**config.mk**
```make
export PLATFORM = sky130hd
export DESIGN_NAME = text_line_folder
export DESIGN_NICKNAME = d
export VERILOG_FILES = /design/src/tlf_pkg.sv /design/src/tlf_ram.sv /design/src/tlf_front.sv /design/src/tlf_back.sv /design/src/text_line_folder.sv
export SDC_FILE = /design/constraint.sdc
export NUM_CORES = 1
export LEC_CHECK = 0
export BUFFER_PORTS_ARGS = -buffer_cell sky130_fd_sc_hd__buf_2
export CAP_MARGIN = 25
export CELL_PAD_IN_SITES_DETAIL_PLACEMENT = 0
export CELL_PAD_IN_SITES_GLOBAL_PLACEMENT = 1
export CORE_ASPECT_RATIO = 0.7
export CORE_MARGIN = 2
export CORE_UTILIZATION = 46
export CTS_BUF_LIST = sky130_fd_sc_hd__clkbuf_8 sky130_fd_sc_hd__clkbuf_16
export CTS_CLUSTER_DIAMETER = 150
export DETAILED_ROUTE_END_ITERATION = 8
export GPL_TIMING_DRIVEN = 0
export PLACE_DENSITY = 0.84
export SYNTH_ARGS = -nofsm -noshare
export SYNTH_HDL_FRONTEND = slang
export SYNTH_HIERARCHICAL = 1
export SYNTH_SLANG_ARGS = --single-unit
```
**constraint.sdc**
```tcl
create_clock -name clk -period 3.5 [get_ports clk]
set_input_delay 0.525 -clock clk [delete_from_list [all_inputs] [get_ports clk]]
set_output_delay 0.525 -clock clk [all_outputs]
set_load 0.02 [all_outputs]
```
**src/tlf_pkg.sv**
```systemverilog
`timescale 1ns / 1ps

package tlf_pkg;

    // Byte codes
    localparam logic [7:0] CH_NL  = 8'd10;
    localparam logic [7:0] CH_SP  = 8'd32;
    localparam logic [7:0] CH_TAB = 8'd9;

    // Configuration register indexes
    localparam logic REG_FOLD_COLUMN = 1'b0;
    localparam logic REG_TAB_WIDTH   = 1'b1;

    // Register reset values and limits
    localparam logic [6:0] FOLD_COLUMN_RST = 7'd64;
    localparam logic [4:0] TAB_WIDTH_RST   = 5'd8;
    localparam logic [6:0] COL_MAX         = 7'd127;

    typedef enum logic [1:0] {
        KIND_NL,
        KIND_SPACE,
        KIND_TAB,
        KIND_OTHER
    } kind_t;

    // One classified input byte
    typedef struct packed {
        logic [7:0] ch;
        kind_t      kind;
    } item_t;

    // Back-end sequencer states
    typedef enum logic [2:0] {
        ST_IDLE,
        ST_FOLD,
        ST_REPLAY,
        ST_FLUSH,
        ST_CHAR
    } state_t;

    // Status from the back end
    typedef struct packed {
        logic busy;
        logic take;
    } back_stat_t;

    function automatic kind_t classify(logic [7:0] ch);
        kind_t k;
        if (ch == CH_NL)
            k = KIND_NL;
        else if (ch == CH_SP)
            k = KIND_SPACE;
        else if (ch == CH_TAB)
            k = KIND_TAB;
        else
            k = KIND_OTHER;
        return k;
    endfunction

endpackage

```
**src/tlf_ram.sv**
```systemverilog
`timescale 1ns / 1ps

module tlf_ram #(
    parameter int WIDTH = 1,
    parameter int DEPTH = 64
) (
    input  logic                     clk,
    input  logic                     we,
    input  logic [$clog2(DEPTH)-1:0] waddr,
    input  logic [WIDTH-1:0]         wdata,
    input  logic [$clog2(DEPTH)-1:0] raddr,
    output logic [WIDTH-1:0]         rdata
);

    logic [WIDTH-1:0] mem [DEPTH];
    logic [WIDTH-1:0] rdata_reg;

    // One write port, one registered read port
    always_ff @(posedge clk)
    begin
        if (we)
        begin
            mem[waddr] <= wdata;
        end
        rdata_reg <= mem[raddr];
    end

    assign rdata = rdata_reg;

endmodule

```
**src/tlf_front.sv**
```systemverilog
`timescale 1ns / 1ps

module tlf_front (
    input  logic            clk,
    input  logic            rst_n,
    input  logic            push,
    output logic            full,
    input  logic [7:0]      in_char,
    output tlf_pkg::item_t  head,
    output logic            head_valid,
    input  logic            take
);

    tlf_pkg::item_t slot_reg [2];
    logic           wr_ptr_reg, wr_ptr_next;
    logic           rd_ptr_reg, rd_ptr_next;
    logic [1:0]     cnt_reg, cnt_next;
    logic           push_fire;
    logic           take_fire;

    assign full       = (cnt_reg == 2'd2);
    assign head_valid = (cnt_reg != 2'd0);
    assign head       = slot_reg[rd_ptr_reg];
    assign push_fire  = push && !full;
    assign take_fire  = take && head_valid;

    // Classify on the way in; payload needs no reset
    always_ff @(posedge clk)
    begin
        if (push_fire)
        begin
            slot_reg[wr_ptr_reg] <= '{ch: in_char, kind: tlf_pkg::classify(in_char)};
        end
    end

    // Pointer and fill count
    always_comb
    begin
        wr_ptr_next = wr_ptr_reg ^ push_fire;
        rd_ptr_next = rd_ptr_reg ^ take_fire;
        cnt_next    = cnt_reg + {1'b0, push_fire} - {1'b0, take_fire};
    end

    always_ff @(posedge clk or negedge rst_n)
    begin
        if (!rst_n)
        begin
            wr_ptr_reg <= 1'b0;
            rd_ptr_reg <= 1'b0;
            cnt_reg    <= 2'd0;
        end
        else
        begin
            wr_ptr_reg <= wr_ptr_next;
            rd_ptr_reg <= rd_ptr_next;
            cnt_reg    <= cnt_next;
        end
    end

endmodule

```
**src/tlf_back.sv**
```systemverilog
`timescale 1ns / 1ps

module tlf_back #(
    parameter int PENDING_DEPTH = 64
) (
    input  logic                  clk,
    input  logic                  rst_n,
    input  logic                  cfg_en,
    input  logic                  cfg_addr,
    input  logic [6:0]            cfg_data,
    input  tlf_pkg::item_t        head,
    input  logic                  head_valid,
    output logic                  take,
    output tlf_pkg::back_stat_t   stat,
    output logic [7:0]            out_char,
    output logic                  last_of_run,
    output logic                  empty,
    input  logic                  pop
);

    localparam int             AW  = $clog2(PENDING_DEPTH);
    localparam logic [AW-1:0]  CAP = AW'(PENDING_DEPTH - 2);

    tlf_pkg::state_t state_reg, state_next;
    logic [6:0]      fold_col_reg;
    logic [4:0]      tab_w_reg;
    logic [6:0]      column_reg, column_next;
    logic [4:0]      tab_left_reg, tab_left_next;
    logic            nb_reg, nb_next;
    logic [AW-1:0]   count_reg, count_next;
    logic [AW-1:0]   idx_reg, idx_next;
    tlf_pkg::item_t  cur_reg, cur_next;
    logic [7:0]      out_char_reg;
    logic            out_last_reg;
    logic            out_valid_reg, out_valid_next;

    logic [4:0]      eff_tab;
    logic [6:0]      limit;
    logic            need_fold;
    logic            emit_ok;
    tlf_pkg::item_t  src;
    logic            needs_flush;
    logic            last_idx;
    logic [0:0]      rd_data;
    logic            ram_we;

    logic            act_emit, act_we, act_ok;
    logic [7:0]      act_char;
    logic [6:0]      act_col;
    logic [4:0]      act_tl;
    logic            act_nb;
    logic [AW-1:0]   act_cnt;

    logic [7:0]      rep_char;
    logic [6:0]      rep_col;
    logic [4:0]      rep_tl;

    logic            emit_fire;
    logic [7:0]      emit_char;
    logic            emit_last;

    // Column add, saturating
    function automatic logic [6:0] col_add(logic [6:0] col, logic [4:0] n);
        logic [7:0] s;
        s = {1'b0, col} + {3'b000, n};
        return s[7] ? tlf_pkg::COL_MAX : s[6:0];
    endfunction

    // Tab counter after one space; wraps and reloads at zero
    function automatic logic [4:0] space_tl(logic [4:0] tl, logic [4:0] eff);
        logic [4:0] d;
        d = tl - 5'd1;
        return (d == 5'd0) ? eff : d;
    endfunction

    assign eff_tab   = (tab_w_reg == 5'd0) ? 5'd1 : tab_w_reg;
    assign limit     = (fold_col_reg == 7'd0) ? 7'd0 : fold_col_reg - 7'd1;
    assign need_fold = (column_reg >= limit);
    assign emit_ok   = !out_valid_reg || pop;
    assign src       = (state_reg == tlf_pkg::ST_IDLE) ? head : cur_reg;
    assign needs_flush = (count_reg != '0) &&
                         (src.kind == tlf_pkg::KIND_NL || src.kind == tlf_pkg::KIND_OTHER);
    assign last_idx  = ((idx_reg + AW'(1)) == count_reg);

    // Configuration registers
    always_ff @(posedge clk or negedge rst_n)
    begin
        if (!rst_n)
        begin
            fold_col_reg <= tlf_pkg::FOLD_COLUMN_RST;
            tab_w_reg    <= tlf_pkg::TAB_WIDTH_RST;
        end
        else if (cfg_en)
        begin
            unique case (cfg_addr)
                tlf_pkg::REG_FOLD_COLUMN: fold_col_reg <= cfg_data;
                tlf_pkg::REG_TAB_WIDTH:   tab_w_reg    <= cfg_data[4:0];
                default:                  fold_col_reg <= fold_col_reg;
            endcase
        end
    end

    // Pending blank kinds: 1 for tab
    tlf_ram #(
        .WIDTH (1),
        .DEPTH (PENDING_DEPTH)
    ) u_pending (
        .clk   (clk),
        .we    (ram_we),
        .waddr (count_reg),
        .wdata (src.kind == tlf_pkg::KIND_TAB),
        .raddr (idx_next),
        .rdata (rd_data)
    );

    // Action of the byte itself, after any fold or flush
    always_comb
    begin
        act_emit = 1'b0;
        act_we   = 1'b0;
        act_char = src.ch;
        act_col  = column_reg;
        act_tl   = tab_left_reg;
        act_nb   = nb_reg;
        act_cnt  = count_reg;
        unique case (src.kind)
            tlf_pkg::KIND_NL:
            begin
                act_emit = 1'b1;
                act_char = tlf_pkg::CH_NL;
                act_col  = 7'd0;
                act_nb   = 1'b0;
                act_tl   = eff_tab;
                act_cnt  = '0;
            end
            tlf_pkg::KIND_SPACE:
            begin
                act_emit = !nb_reg;
                if (nb_reg && count_reg < CAP)
                begin
                    act_we  = 1'b1;
                    act_cnt = count_reg + AW'(1);
                end
                act_col = col_add(column_reg, 5'd1);
                act_tl  = space_tl(tab_left_reg, eff_tab);
            end
            tlf_pkg::KIND_TAB:
            begin
                act_emit = !nb_reg;
                if (nb_reg && count_reg < CAP)
                begin
                    act_we  = 1'b1;
                    act_cnt = count_reg + AW'(1);
                end
                act_col = col_add(column_reg, tab_left_reg);
                act_tl  = eff_tab;
            end
            tlf_pkg::KIND_OTHER:
            begin
                act_emit = 1'b1;
                act_col  = col_add(column_reg, 5'd1);
                act_tl   = space_tl(tab_left_reg, eff_tab);
                act_nb   = 1'b1;
            end
            default:
            begin
                act_emit = 1'b0;
            end
        endcase
        act_ok = !act_emit || emit_ok;
    end

    // One queued blank as it comes back from memory
    always_comb
    begin
        if (rd_data[0])
        begin
            rep_char = tlf_pkg::CH_TAB;
            rep_col  = col_add(column_reg, tab_left_reg);
            rep_tl   = eff_tab;
        end
        else
        begin
            rep_char = tlf_pkg::CH_SP;
            rep_col  = col_add(column_reg, 5'd1);
            rep_tl   = space_tl(tab_left_reg, eff_tab);
        end
    end

    assign take = (state_reg == tlf_pkg::ST_IDLE) && head_valid &&
                  (need_fold || needs_flush || act_ok);

    // Next state
    always_comb
    begin
        state_next = state_reg;
        unique case (state_reg)
            tlf_pkg::ST_IDLE:
            begin
                if (head_valid && need_fold)
                    state_next = tlf_pkg::ST_FOLD;
                else if (head_valid && needs_flush)
                    state_next = tlf_pkg::ST_FLUSH;
            end
            tlf_pkg::ST_FOLD:
            begin
                if (emit_ok)
                    state_next = (count_reg != '0) ? tlf_pkg::ST_REPLAY : tlf_pkg::ST_CHAR;
            end
            tlf_pkg::ST_REPLAY, tlf_pkg::ST_FLUSH:
            begin
                if (emit_ok && last_idx)
                    state_next = tlf_pkg::ST_CHAR;
            end
            tlf_pkg::ST_CHAR:
            begin
                if (act_ok)
                    state_next = tlf_pkg::ST_IDLE;
            end
            default:
            begin
                state_next = tlf_pkg::ST_IDLE;
            end
        endcase
    end

    // Datapath and emitted bytes
    always_comb
    begin
        column_next   = column_reg;
        tab_left_next = tab_left_reg;
        nb_next       = nb_reg;
        count_next    = count_reg;
        idx_next      = idx_reg;
        cur_next      = cur_reg;
        ram_we        = 1'b0;
        emit_fire     = 1'b0;
        emit_char     = act_char;
        emit_last     = 1'b1;
        unique case (state_reg)
            tlf_pkg::ST_IDLE:
            begin
                if (take)
                begin
                    cur_next = head;
                    if (!need_fold && !needs_flush)
                    begin
                        emit_fire     = act_emit;
                        ram_we        = act_we;
                        column_next   = act_col;
                        tab_left_next = act_tl;
                        nb_next       = act_nb;
                        count_next    = act_cnt;
                    end
                end
            end
            tlf_pkg::ST_FOLD:
            begin
                if (emit_ok)
                begin
                    emit_fire     = 1'b1;
                    emit_char     = tlf_pkg::CH_NL;
                    emit_last     = 1'b0;
                    column_next   = 7'd0;
                    nb_next       = 1'b0;
                    tab_left_next = eff_tab;
                    idx_next      = '0;
                end
            end
            tlf_pkg::ST_REPLAY:
            begin
                if (emit_ok)
                begin
                    emit_fire     = 1'b1;
                    emit_char     = rep_char;
                    emit_last     = 1'b0;
                    column_next   = rep_col;
                    tab_left_next = rep_tl;
                    if (last_idx)
                    begin
                        idx_next   = '0;
                        count_next = '0;
                    end
                    else
                    begin
                        idx_next = idx_reg + AW'(1);
                    end
                end
            end
            tlf_pkg::ST_FLUSH:
            begin
                if (emit_ok)
                begin
                    emit_fire = 1'b1;
                    emit_char = rep_char;
                    emit_last = 1'b0;
                    if (last_idx)
                    begin
                        idx_next   = '0;
                        count_next = '0;
                    end
                    else
                    begin
                        idx_next = idx_reg + AW'(1);
                    end
                end
            end
            tlf_pkg::ST_CHAR:
            begin
                if (act_ok)
                begin
                    emit_fire     = act_emit;
                    ram_we        = act_we;
                    column_next   = act_col;
                    tab_left_next = act_tl;
                    nb_next       = act_nb;
                    count_next    = act_cnt;
                end
            end
            default:
            begin
                idx_next = '0;
            end
        endcase
        out_valid_next = (out_valid_reg && !pop) || emit_fire;
    end

    always_ff @(posedge clk or negedge rst_n)
    begin
        if (!rst_n)
        begin
            state_reg     <= tlf_pkg::ST_IDLE;
            column_reg    <= 7'd0;
            tab_left_reg  <= tlf_pkg::TAB_WIDTH_RST;
            nb_reg        <= 1'b0;
            count_reg     <= '0;
            idx_reg       <= '0;
            out_valid_reg <= 1'b0;
        end
        else
        begin
            state_reg     <= state_next;
            column_reg    <= column_next;
            tab_left_reg  <= tab_left_next;
            nb_reg        <= nb_next;
            count_reg     <= count_next;
            idx_reg       <= idx_next;
            out_valid_reg <= out_valid_next;
        end
    end

    // Payload registers
    always_ff @(posedge clk)
    begin
        cur_reg <= cur_next;
        if (emit_fire)
        begin
            out_char_reg <= emit_char;
            out_last_reg <= emit_last;
        end
    end

    assign out_char    = out_char_reg;
    assign last_of_run = out_last_reg;
    assign empty       = !out_valid_reg;
    assign stat        = '{busy: (state_reg != tlf_pkg::ST_IDLE), take: take};

endmodule

```
**src/text_line_folder.sv**
```systemverilog
`timescale 1ns / 1ps

// Channel   Ports                           Handshake
// input     in_char                         push / full
// result    out_char, last_of_run           empty / pop
// config    cfg_addr, cfg_data              cfg_en (index 0 fold column, 1 tab width)
//
// A byte that needs no fold and no flush of queued blanks is handled in the idle state,
// so plain text flows at one byte per cycle while results are taken.
// A flush runs FLUSH, CHAR; a fold runs FOLD, REPLAY (if blanks are queued), CHAR;
// while results are taken, one byte per cycle goes into a single output register.
// Reset clears the control state; the blank queue memory needs no clearing pass.
// A stalled result side fills the two-entry input queue, then full rises.

module text_line_folder #(
    parameter int PENDING_DEPTH = 64
) (
    input  logic       clk,
    input  logic       rst_n,
    input  logic       push,
    output logic       full,
    input  logic [7:0] in_char,
    output logic       empty,
    input  logic       pop,
    output logic [7:0] out_char,
    output logic       last_of_run,
    input  logic       cfg_en,
    input  logic       cfg_addr,
    input  logic [6:0] cfg_data
);

    tlf_pkg::item_t      head;
    logic                head_valid;
    logic                take;
    tlf_pkg::back_stat_t stat;

    // Front end: accept and classify
    tlf_front u_front (
        .clk        (clk),
        .rst_n      (rst_n),
        .push       (push),
        .full       (full),
        .in_char    (in_char),
        .head       (head),
        .head_valid (head_valid),
        .take       (take)
    );

    // Back end: folding sequencer
    tlf_back #(
        .PENDING_DEPTH (PENDING_DEPTH)
    ) u_back (
        .clk         (clk),
        .rst_n       (rst_n),
        .cfg_en      (cfg_en),
        .cfg_addr    (cfg_addr),
        .cfg_data    (cfg_data),
        .head        (head),
        .head_valid  (head_valid),
        .take        (take),
        .stat        (stat),
        .out_char    (out_char),
        .last_of_run (last_of_run),
        .empty       (empty),
        .pop         (pop)
    );

    // No request is taken while a fold or flush is in progress
    assert property (@(posedge clk) disable iff (!rst_n) stat.busy |-> !stat.take)
        else $error("request taken while back end busy");

    // The sequencer leaves idle only by taking a request
    assert property (@(posedge clk) disable iff (!rst_n) $rose(stat.busy) |-> $past(stat.take))
        else $error("back end went busy without a request");

    // Nothing is taken from an empty front queue
    assert property (@(posedge clk) disable iff (!rst_n) !head_valid |-> !stat.take)
        else $error("request taken from empty front queue");

endmodule
```
Word level (Yosys, flattened, before mapping)
Memory sizes are Yosys's and may differ from the RTL's. A register that Yosys moved wholly into a read port is not among the register bits.
Cells that the tools add are included.
- output and inout port bits: 11
- input port bits: 21
- RAM bits: 84
- register bits after elaboration: 64
- memories: 2
- memory list (memory ; words ; bits a word ; rd ports ; clocked after Yosys merged registers in ; write ports ; RTL line ; RTL):
    u_back.u_pending.mem ; 64 ; 1 ; 1 ; 1 ; 1 ; tlf_ram.sv:15 ; logic [WIDTH-1:0] mem [DEPTH];
    u_front.slot_reg ; 2 ; 10 ; 1 ; 0 ; 1 ; tlf_front.sv:14 ; tlf_pkg::item_t slot_reg [2];
- $add $sub $neg: 8
- $lt $le $gt $ge: 2
- reduce and logical (&&, ||, !) cells: 48
- bitwise gates (word level): 3
- mux-type cells: 73
- equal/unequal tests: 21
- operator list (operator ; count):
    $mux W7 ; 9
    $mux W6 ; 10
    $mux W5 ; 8
    $pmux W6 S3 ; 2
    $pmux W7 S4 ; 1
    $mux W8 ; 3
    $pmux W7 S3 ; 1
    $pmux W5 S4 ; 1
    $mux W1 ; 19
    $mux W3 ; 6
    $eq A8 B4 Y1 const B ; 2
    $pmux W8 S2 ; 1
    $add A6 B1 Y6 const B ; 2
    $ne A2 B1 Y1 const B ; 6
    $pmux W3 S4 ; 1
    $pmux W6 S2 ; 1
    $reduce_and A6 Y1 ; 2
    $reduce_or A2 Y1 ; 6
    $logic_and A1 B1 Y1 ; 11
    $logic_not A5 Y1 ; 2
    $mux W10 ; 1
    $pmux W5 S2 ; 1
    $add A7 B1 Y8 const B ; 1
    $add A7 B5 Y8 ; 1
    other kinds (33) ; 57

Depth between registers and ports, before layout
- depth after elaboration: 13
- mapped depth: 18
- gate-level depth less buffers: 18

Hierarchy
The synthesis kept the hierarchy.
- modules (own cells, without submodules) (module ; cells an instance ; sequential area each (um2) ; times used ; area each (um2)):
    tlf_back ; 430 ; 1600.3 ; 1 ; 4025.1
    tlf_ram ; 204 ; 1941.9 ; 1 ; 2914.0
    tlf_front ; 58 ; 700.7 ; 1 ; 1037.2

Worst setup path before layout
Ideal clock, no wire load.
- path type: register to register
- start: reg u_back.fold_col_reg[0]
- end: mem u_back.u_pending.mem[27], enable pin
- library setup time: 0.302 ns
- cell stages (with the launch flop): 16
- clock period less this slack: 3.809 ns
- arrival: 3.508 ns
- data required time: 3.198 ns
- buffers on the path: 0
- slack: -0.309 ns
- cells stage by stage: dfrtp_1 inv_1 ha_1 nor3b_1 nand2_1 or2_0 and2_1 ha_1 nand2b_1 a31oi_1 o211ai_4 o31a_1 nor2_1 nor2b_1 nand3_1 nor2_1
- cells in the longest elaborated chain, start to end: 10
- elaborated cells on any way between the ends: 14
- those cells by class: add/sub: 1; order compare: 1; mux: 6; reduce/logical: 6
- ends and longest elaborated chain (element ; RTL line ; RTL):
    start: declaration ; tlf_back.sv:25 ; logic [6:0] fold_col_reg;
    start signal: assignment ; tlf_back.sv:90 ; fold_col_reg <= tlf_pkg::FOLD_COLUMN_RST;
    start signal: assignment ; tlf_back.sv:96 ; tlf_pkg::REG_FOLD_COLUMN: fold_col_reg <= cfg_data;
    start signal: assignment ; tlf_back.sv:98 ; default: fold_col_reg <= fold_col_reg;
    $sub A7 B1 Y7 or $logic_not A7 Y1 (tied branches) ; tlf_back.sv:77 ; assign limit = (fold_col_reg == 7'd0) ? 7'd0 : fold_col_reg - 7'd1;
    $mux W7 (*) ; tlf_back.sv:77 ;
    $ge A7 B7 Y1 (*) ; tlf_back.sv:78 ; assign need_fold = (column_reg >= limit);
    $logic_not A1 Y1 or $logic_or A1 B1 Y1 (tied branches) ; tlf_back.sv:246, tlf_back.sv:191 ;
    $logic_and A1 B1 Y1 or $logic_or A1 B1 Y1 (tied branches) ; tlf_back.sv:246, tlf_back.sv:191 ;
    $mux W1 or $logic_and A1 B1 Y1 (tied branches) ; tlf_back.sv:246, tlf_back.sv:190 ;
    $mux W1 (*) ; tlf_back.sv:243 ; if (take)
    $pmux W1 S2 (*) ; tlf_back.sv:240 ; unique case (state_reg)
    via u_back.ram_we ; tlf_back.sv:45 ; logic ram_we;
    $mux W1 (*) ; tlf_ram.sv:21 ; if (we)
    $mux W1 (not written as such) (*) ; tlf_ram.sv:23 ; mem[waddr] <= wdata;
    end: declaration ; tlf_ram.sv:15 ;
Mark *: on every way through the listed nets, which the timed path passes. The rest lies on a longest branch.

Worst setup path in the final report
- start: reg u_back.fold_col_reg[0]
- end: mem u_back.u_pending.mem[48], enable pin
Same word-level chain as after synthesis.

==> flow_summary.toml <==
[power_and_ir_drop]
leakage_nw = 3.65
p_per_area_nw_per_um2 = 915
ir_drop_v = 0.000430

[worst_hold_path]
min_from = "in_char[2]"
hold_path_depth = 1
hold_end = "u_front/slot_reg[1][4]"
min-delay-path-class = "input pin to flip-flop"

[worst_setup_path]
crit_type = "flip-flop to flip-flop"
reg2reg_depth = 16
critPathTopFamily = "simple AND/OR/NAND/NOR gates"
cp-start-kind = "flip-flop"
cp.required_ns = 3.63
rr_endpoint = "u_back/u_pending/mem[48]"
cpMostUsedCell = "ha_4"
rrSetupSlack_ns = -0.03
crit_slowest_cell = "dfrtp_1"
reg2reg_from = "u_back/fold_col_reg[0]"
max_stage_delay_ns = 0.38
crit_path_end_kind = "flip-flop"
crit_buf_inv = 2
crit_arrival_ns = 3.66
cp_max_fo = 7
crit_chain = "inv_2, ha_4, nor3b_4, nand2_2, or2_4, and2_4, ha_4, nand2b_4, a31oi_4, o211ai_4, o31a_1, nor2_4, nor2b_4, buf_6, nand2_8, nor2_2"

[synthesis]
netlist_area_um2 = 7970
avgSynthCellArea_um2 = 11.5
synth_nets = 740
syn_inst = 691
ys_warn_count = 6

[route]
vias_per_cell = 5.77
drt-total-wl_um = 18900
drt_iter0_markers = 452
firstDrtPassIters = 5
antenna_left = 0
drc = 0
detail_route.wl_per_cell_um = 18.5
num_vias = 5889

[sta]
finalSetupViolCount = 8
fin_ws_ns = -0.0329
worst_pin_slew_ns = 0.847
fin_setup_tns_ns = -0.0966
fmax_mhz = 283
min_period_ns = 3.53
hold-worst-slack_ns = 0.307
relSlewSlack_pct = 43.4
hold_viol = 0
grt_setup_unrepaired = "yes"
finalCritPeriodShare_pct = 101
slew_viol_final = 0
skew_ns = 0.0113

[run_status]
violations = "negative setup slack"
status = "finished, violations left"

[clock_network]
cts_tree = "built"
cts.path.max_buffers = 2
cts_root_buffer = "clkbuf_16"
path_clk_slew_ns = 0.07
cts.sinks = 149
clock_latency_ns = 0.43
cts_buffers = 17
cts_max_level = 4

[global_route]
grtUsageTotal_pct = 20.7
antenna_found_initial = 0
grt_pass1_vias = 5700
grt_overflow_total = 0
grt_max_degree = 65
grt_pass1_wl_um = 29400

[floorplan]
die_w_um = 161
core_um2 = 17100
io_pins = 32
die-height_um = 114
die-area_um2 = 18400
start_util_pct = 46.7
rows = 40

[layout]
drive_gt1_share_pct = 29.6
layout_common_cells = "edfxtp_1, nor2_1, nand2_1, dfrtp_1, buf_4"
insertedDiodeCount = 0
fill_cells = 1391
final_nets = 826
fin_area_um2 = 9810
area_growth_pct = 23.1
utilization_pct = 57.5
final_common_cell = "edfxtp_1"
largest_reg_flops = 64

[placement]
gp_congestion = 0.924
placed_area_um2 = 8460
post-place-ws_ns = -0.710
hpwl_um = 12500
io_buffers = 31

[run]
drv_cap = 0
worst register-to-register path: cells and delay by family (launching register included):
| kind | cells | cell delay [ns] |
|---|---|---|
| AOI/OAI and AO/OA | 3 | 0.69 |
| adders and majority gates | 2 | 0.33 |
| buffers and inverters | 2 | 0.23 |
| DFF | 1 | 0.38 |
| and+or+nand+nor | 9 | 1.59 |
layer usage:
metal	global-route usage [%]	wire (µm)	vias up
li1	-	-	2727
met2	32.0	8760	210
met1	29.3	8570	2929
met3	4.60	1270	23
met5	0	0	-
met4	6.67	287	0
how the worst max path moves through the flow:
stage | from | to | cells past startpoint
CTS | u_back/fold_col_reg[1] | u_back/u_pending/mem[58] | 16
global route | u_back/fold_col_reg[1] | u_back/u_pending/mem[48] | 16
finish | u_back/fold_col_reg[0] | u_back/u_pending/mem[48] | 16
global placement | u_back/state_reg[0] | u_back/column_reg[4] | 10
detailed placement | u_back/state_reg[1] | u_back/u_pending/mem[59] | 13
floorplan | u_back/state_reg[1] | u_back/column_reg[4] | 10
cell type report:
type / count / area (µm²) / area share (%)
sequential: 149 / 4250 / 43.3
multi-input combinational: 485 / 3960 / 40.3
timing repair buffer: 69 / 475 / 4.85
clock buffer: 17 / 425 / 4.34
tap: 231 / 289 / 2.95
clock inverter: 15 / 160 / 1.63
buffer: 27 / 148 / 1.51
inverter: 28 / 105 / 1.07
power breakdown:
group / internal, W / switching (W)
clock network: 0.00101 / 0.000808
registers: 0.00242 / 0.000285
logic: 0.00193 / 0.00251
through the flow:
stage / power (W) / cells
2_1_floorplan: 0.00557 / 691
3_3_place_gp: 0.00639 / 953
3_5_place_dp: 0.00654 / 954
4_1_cts: 0.00864 / 1002
5_1_grt: 0.00951 / 1021
6_report: 0.00897 / 1021
repair_timing:
| action | 4_1_cts | 5_1_grt |
|---|---|---|
| pin swaps | 18 | 26 |
| endpoints found under the setup margin | 100 | 77 |
| gates resized for setup | 75 | 50 |
| hold buffers | 0 | 1 |
| buffers inserted | 16 | 19 |
| hold endpoints to repair | 0 | 10 |
| gates cloned | 0 | 0 |
(Power assumes the default switching activity.)
